--- src/rtl/core/iib_pkg.sv ---
// package for the integral image builder
// shared widths, configuration register indexes and the position flags struct; no dependencies
package iib_pkg;

    localparam int SUM_W     = 36;
    localparam int CFG_W     = 11;
    localparam int CFG_IDX_W = 2;

    localparam logic [CFG_IDX_W-1:0] CFG_IDX_WIDTH  = 2'd0;
    localparam logic [CFG_IDX_W-1:0] CFG_IDX_HEIGHT = 2'd1;

    localparam logic [CFG_W-1:0] WIDTH_RESET  = 11'd640;
    localparam logic [CFG_W-1:0] HEIGHT_RESET = 11'd480;

    // position marks of one pixel, passed from the raster counters to the pipeline
    typedef struct packed {
        logic row_nz;
        logic eol;
        logic eof;
    } t_pos_flags;

endpackage

--- src/rtl/core/iib_ctrl.sv ---
// raster counters, geometry registers and current-row running sum
// depends on iib_pkg
module iib_ctrl #(
    parameter int MAX_WIDTH  = 1024,
    parameter int MAX_HEIGHT = 1024,
    parameter int PIXEL_BITS = 16,
    parameter int COL_W      = $clog2(MAX_WIDTH),
    parameter int ROW_W      = 36
) (
    input  logic                          i_clk,
    input  logic                          i_rst_n,
    input  logic                          i_cfg_we,
    input  logic [iib_pkg::CFG_IDX_W-1:0] i_cfg_idx,
    input  logic [iib_pkg::CFG_W-1:0]     i_cfg_data,
    input  logic                          i_accept,
    input  logic [PIXEL_BITS-1:0]         i_pixel,
    output logic [COL_W-1:0]              o_col,
    output iib_pkg::t_pos_flags           o_flags,
    output logic [ROW_W-1:0]              o_row_sum
);

    localparam int LINE_W = $clog2(MAX_HEIGHT);

    logic [COL_W-1:0]  r_w_last;
    logic [LINE_W-1:0] r_h_last;
    logic [COL_W-1:0]  r_col;
    logic [LINE_W-1:0] r_row;
    logic [ROW_W-1:0]  r_row_sum;
    logic [COL_W-1:0]  n_w_last;
    logic [LINE_W-1:0] n_h_last;
    logic [COL_W-1:0]  n_col;
    logic [LINE_W-1:0] n_row;
    logic [ROW_W-1:0]  n_row_sum;
    logic              eol;
    logic              eof;

    // last column / row index from a written dimension, zero reads as one
    always_comb begin
        if (i_cfg_data == '0) begin
            n_w_last = '0;
            n_h_last = '0;
        end else begin
            if (32'(i_cfg_data) > MAX_WIDTH) begin
                n_w_last = COL_W'(MAX_WIDTH - 1);
            end else begin
                n_w_last = COL_W'(i_cfg_data - 1'b1);
            end
            if (32'(i_cfg_data) > MAX_HEIGHT) begin
                n_h_last = LINE_W'(MAX_HEIGHT - 1);
            end else begin
                n_h_last = LINE_W'(i_cfg_data - 1'b1);
            end
        end
    end

    always_ff @(posedge i_clk) begin
        if (!i_rst_n) begin
            r_w_last <= COL_W'(32'(iib_pkg::WIDTH_RESET) - 1);
            r_h_last <= LINE_W'(32'(iib_pkg::HEIGHT_RESET) - 1);
        end else if (i_cfg_we) begin
            if (i_cfg_idx == iib_pkg::CFG_IDX_WIDTH) begin
                r_w_last <= n_w_last;
            end
            if (i_cfg_idx == iib_pkg::CFG_IDX_HEIGHT) begin
                r_h_last <= n_h_last;
            end
        end
    end

    // a counter left past the end by a geometry change still ends the line
    assign eol = (r_col >= r_w_last);
    assign eof = eol && (r_row >= r_h_last);

    always_comb begin
        n_col     = r_col;
        n_row     = r_row;
        n_row_sum = r_row_sum;
        if (i_accept) begin
            if (r_col == '0) begin
                n_row_sum = ROW_W'(i_pixel);
            end else begin
                n_row_sum = r_row_sum + ROW_W'(i_pixel);
            end
            if (eol) begin
                n_col = '0;
                n_row = eof ? '0 : r_row + 1'b1;
            end else begin
                n_col = r_col + 1'b1;
            end
        end
    end

    always_ff @(posedge i_clk) begin
        if (!i_rst_n) begin
            r_col     <= '0;
            r_row     <= '0;
            r_row_sum <= '0;
        end else begin
            r_col     <= n_col;
            r_row     <= n_row;
            r_row_sum <= n_row_sum;
        end
    end

    assign o_col          = r_col;
    assign o_flags.row_nz = (r_row != '0);
    assign o_flags.eol    = eol;
    assign o_flags.eof    = eof;
    // running sum of the current row up to and including the most recently accepted pixel
    assign o_row_sum      = r_row_sum;

endmodule

--- config.mk ---
export PLATFORM = sky130hd
export DESIGN_NAME = iib_ctrl
export DESIGN_NICKNAME = d
export VERILOG_FILES = /design/src/rtl/core/iib_pkg.sv /design/src/rtl/core/iib_ctrl.sv
export SDC_FILE = /design/constraint.sdc
export NUM_CORES = 1
export LEC_CHECK = 0
export BUFFER_PORTS_ARGS = -buffer_cell sky130_fd_sc_hd__clkbuf_2
export CAP_MARGIN = 20
export CORE_MARGIN = 2
export CORE_UTILIZATION = 52
export CTS_BUF_LIST = sky130_fd_sc_hd__clkbuf_16
export CTS_CLUSTER_SIZE = 25
export DETAILED_ROUTE_END_ITERATION = 8
export GPL_TIMING_DRIVEN = 0
export PLACE_DENSITY = 0.77
export SYNTH_ARGS = -nofsm -noshare
export SYNTH_HDL_FRONTEND = slang
export SYNTH_SLANG_ARGS = --single-unit
--- constraint.sdc ---
create_clock -name i_clk -period 2.2 [get_ports i_clk]
set_input_delay 0.11 -clock i_clk [delete_from_list [all_inputs] [get_ports i_clk]]
set_output_delay 0.11 -clock i_clk [all_outputs]
set_load 0.05 [all_outputs]
Word-level counts from Yosys, hierarchy flattened
Index checks and enable logic that the tools add are counted.
- register bits: 76
- latch bits: 0
- bits in writable memories: 0
- memory bits (read-only): 0
- input port bits: 33
- output and inout bits: 49
- word-level logic and storage cells: 26
- memories: 0
- add/sub/neg operators: 4
- multipliers: 0
- divide/modulo/power cells: 0
- $lt $le $gt $ge: 3
- eq/ne operators: 1
- shifts and indexed selects: 0
- mux-type cells: 5
- bitwise logic cells: 0
- reductions and logical operators: 8
- operator list (cell ; count):
    two-way mux 10 bit ; 4
    adder 36 x 16 -> 36 bit ; 1
    two-way mux 36 bit ; 1
    adder 10 x 1 -> 10 bit, second input constant ; 2
    >= comparator 10 bit ; 2
    greater-than comparator 11 bit, second input constant ; 1
    zero test 11 bit ; 1
    zero test 10 bit ; 1
    nonzero test 10 bit ; 1
    subtractor 10 x 1 -> 10 bit, second input constant ; 1
    AND reduction 2 bit ; 3
    == test 2 x 1 -> 1 bit, second input constant ; 1
    zero test 2 bit ; 1
    logical AND 1 bit ; 1

Logic depth before layout (Yosys ltp)
- depth after elaboration: 3
- depth in mapped cells: 10
- mapped depth without buffers: 9

Worst setup path before layout
OpenSTA, ideal clock, no wires.
- path type: flip-flop to flip-flop
- from: register r_row_sum[4] (netlist: o_row_sum[4])
- to: register r_row_sum[19] (netlist: o_row_sum[19])
- library setup time: 0.128 ns
- arrival: 2.588 ns
- data required time: 2.072 ns
- setup slack: -0.516 ns
- cell stages (with the launch flop): 9
- buffers on the path: 1
- period minus slack after synthesis: 2.716 ns
- cells stage by stage: dfxtp_1 -> ha_1 -> a21oi_1 -> o211ai_2 -> a2111oi_2 -> o22a_1 -> buf_2 -> xor2_1 -> nor2_1
- cells in the longest elaborated chain, start to end: 2
- RTL lines (item ; line ; RTL):
    start, declared ; iib_ctrl.sv:28 ; logic [ROW_W-1:0] r_row_sum;
    start signal, assigned ; iib_ctrl.sv:101 ; r_row_sum <= n_row_sum;
    adder 36 x 16 -> 36 bit ; iib_ctrl.sv:82 ; n_row_sum = r_row_sum + ROW_W'(i_pixel);
    two-way mux 36 bit ; iib_ctrl.sv:79 ; if (r_col == '0) begin
No other way between the ends.
A chain may end at the register's enable or synchronous reset.

Worst setup path in the final report
- from: register r_w_last[8]
- to: output o_flags[0] (netlist bit)
- cells in the longest elaborated chain, start to end: 2
- RTL lines (item ; line ; RTL):
    start, declared ; iib_ctrl.sv:24 ; logic [COL_W-1:0] r_w_last;
    start signal, assigned ; iib_ctrl.sv:58 ; r_w_last <= COL_W'(32'(iib_pkg::WIDTH_RESET) - 1);
    start signal, assigned ; iib_ctrl.sv:62 ; r_w_last <= n_w_last;
    >= comparator 10 bit ; iib_ctrl.sv:71 ; assign eol = (r_col >= r_w_last);
    logical AND 1 bit ; iib_ctrl.sv:72 ; assign eof = eol && (r_row >= r_h_last);
    end, declared ; iib_ctrl.sv:18 ; output iib_pkg::t_pos_flags o_flags,
No other way between the ends.

==> metrics.cfg <==
[status]
outcome=finished, violations left
violations=setup timing

[power_and_ir_drop]
peakVddDrop_v=0.000441
p_leak_nw=2.95
p_per_area_mw_per_mm2=625
power_mw=4.41

[global_routing]
grt_max_degree=13
grt_usage_pct=28.8
grt_antenna_before_repair=0
grt.overflow.total=0
grt_pass1_vias=5068
grt_pass1_wl_um=23900

[clock_tree]
cts.sinks=76
cts_root_buf=clkbuf_16
h-tree-depth=3
numCtsBuffers=9
clock_latency_ps=340
cts.path.max_buffers=2
cts_tree=built
clkTransAtPathRegs_ps=60

[critical_path]
startpoint_type=flip-flop
worst-setup-path-type=reg -> out
cp-end-kind=output pin
cp_max_fo=4
arrival_ps=2370
crit_required_ps=2090

[place]
placedCellCount=842
dpl_worst_slack_ps=-435
post_dp_cell_area_mm2=0.00590
io_buffers=79
hpwlAfterDp_um=10400
gp_congestion=0.910

[timing]
setup_ws_ps=-281
clock.fmax_ghz=0.403
finalHoldViolations=0
slew_viol_final=0
period_share_pct=113
min_period_ps=2480
fin_hold_ws_ps=33.1
relSlewSlack_pct=47.7
setup_viol=29
rsz0062_at_grt=yes
tightestPinTransition_ps=784
clock_skew_ps=7.87
tns_ps=-4240

[synth]
syn-num-nets=709
synthArstFlopShare_pct=0
ys_ff_latch=76
ys_warn_count=0
netlist_top_cells_count=dfxtp_1 (76), nand2_1 (69), nor2_1 (49)
avgSynthCellArea_um2=7.96
synth_cell_types=60
post_synth_main_area_contributors=dfxtp_1 (30%), ha_1 (10%), nand2_1 (5.1%)
synth-edff-count=0
synth_top_area_cell=dfxtp_1
yosysMostFrequentCell=dfxtp_1
syn_area_mm2=0.00505
synth-main-ff-cell=dfxtp_1
synth_top_area_share_pct=30.1
syn-instance-count=634
yosysSeqAreaShare_pct=30.1

[final_layout]
area_delta_synth_final_pct=39.7
drive_above_1_share_pct=36.3
fin_area_mm2=0.00705
nets=836
num_antenna_cells=0
fin_cells=894
fillers=653
fin_util_pct=75.6

[drt]
viasPerCell=6.19
drc=0
wl_met3_um=1050
wl_met2_um=8050
first_iter_violations=412
wl_met1_um=6430
antenna_left=0
wl_per_cell_um=17.9
vias=5534
drt_first_pass_iters=5
maxUsedRoutingLayer=met4
wl_um=16000

[floorplanning]
die_area_mm2=0.0105
die_w_um=103
rows=35
die_h_um=103
coreArea_mm2=0.00933
start_util_pct=54.1
ioPinCount=82

[run]
maxCapViolCount=0

[worst_hold_path]
hold_path.class=in -> reg

-- report_power, final --
group,internal [mW],total (mW),switching [mW],leakage (nW)
sequential,1.43,1.49,0.0614,0.638
clock,1.12,1.71,0.597,0.167
combinational,0.480,1.20,0.717,2.14
-- worst paths after layout --
path	startpoint	endpoint	slack [ps]	cells past startpoint
min reg2reg	r_w_last[6]	r_w_last[6]	480	2
min	i_pixel[5]	o_row_sum[5]	30	3
max reg2reg	r_w_last[8]	r_row[9]	-260	11
max	r_w_last[8]	o_flags[0]	-280	9
-- kinds of logic (layout without fill, tap and decap cells) --
kind of cell	after synthesis	after routing	synth area share, %
flops	76	76	30.1
buf+inv	60	191	4.76
mux	12	12	2.48
simple gates	247	247	25.0
xor+xnor	28	28	4.86
fa+ha+maj	46	46	11.4
compound gates	165	165	21.4
-- flip-flops by register name (all words and copies together) (netlist names) --
name and count:
o_row_sum 36, o_col 10, r_h_last 10, r_row 10, r_w_last 10
-- worst max-delay path, cell delays in order (launching register included) --
cell and delay [ps]:
dfxtp_2 330, inv_2 40, ha_4 250, and4_4 230
o211ai_1 90, or4_4 510, and2_4 190, buf_6 130
nor2_4 90, clkbuf_16 170
-- what timing repair did --
action	CTS	global route
gates resized for setup	51	73
cloned	3	0
setup endpoints to repair	46	49
hold buffers	0	0
pin swaps	26	44
setup buffers	27	17
-- layout by cell type (no fill, tap or decap), types with 10 or more instances in the layout --
master,netlist,final
nor3_1,17,16
clkbuf_1,18,14
nand3_1,21,19
nand4_1,18,18
dfxtp_4,0,12
nand2_1,69,67
a21o_1,12,12
or3_1,11,10
clkbuf_2,0,80
clkbuf_16,0,13
ha_4,0,19
o21ai_0,28,21
ha_1,41,21
inv_1,34,28
dfxtp_1,76,35
a21oi_1,44,29
a21oi_2,0,10
nor2_1,49,42
dfxtp_2,0,29
o211ai_1,20,20
buf_4,2,35
xnor2_1,18,18
-- cell type report --
| type | instances | area (µm²) | share of cell area [%] |
|---|---|---|---|
| Tap cell | 129 | 161 | 2.29 |
| Timing Repair Buffer | 122 | 805 | 11.4 |
| Multi-Input combinational cell | 498 | 3920 | 55.5 |
| Buffer | 20 | 95.1 | 1.35 |
| Clock inverter | 4 | 67.6 | 0.958 |
| Clock buffer | 11 | 275 | 3.90 |
| Sequential cell | 76 | 1600 | 22.7 |
| Inverter | 34 | 128 | 1.81 |
-- routing by layer --
layer / vias up / global-route usage [%]
met2: 232 / 50.5
met4: 0 / 13.4
met3: 44 / 3.66
met1: 2664 / 34.9
met5: - / 0
li1: 2594 / -
Power figures use the tool's default switching activity.
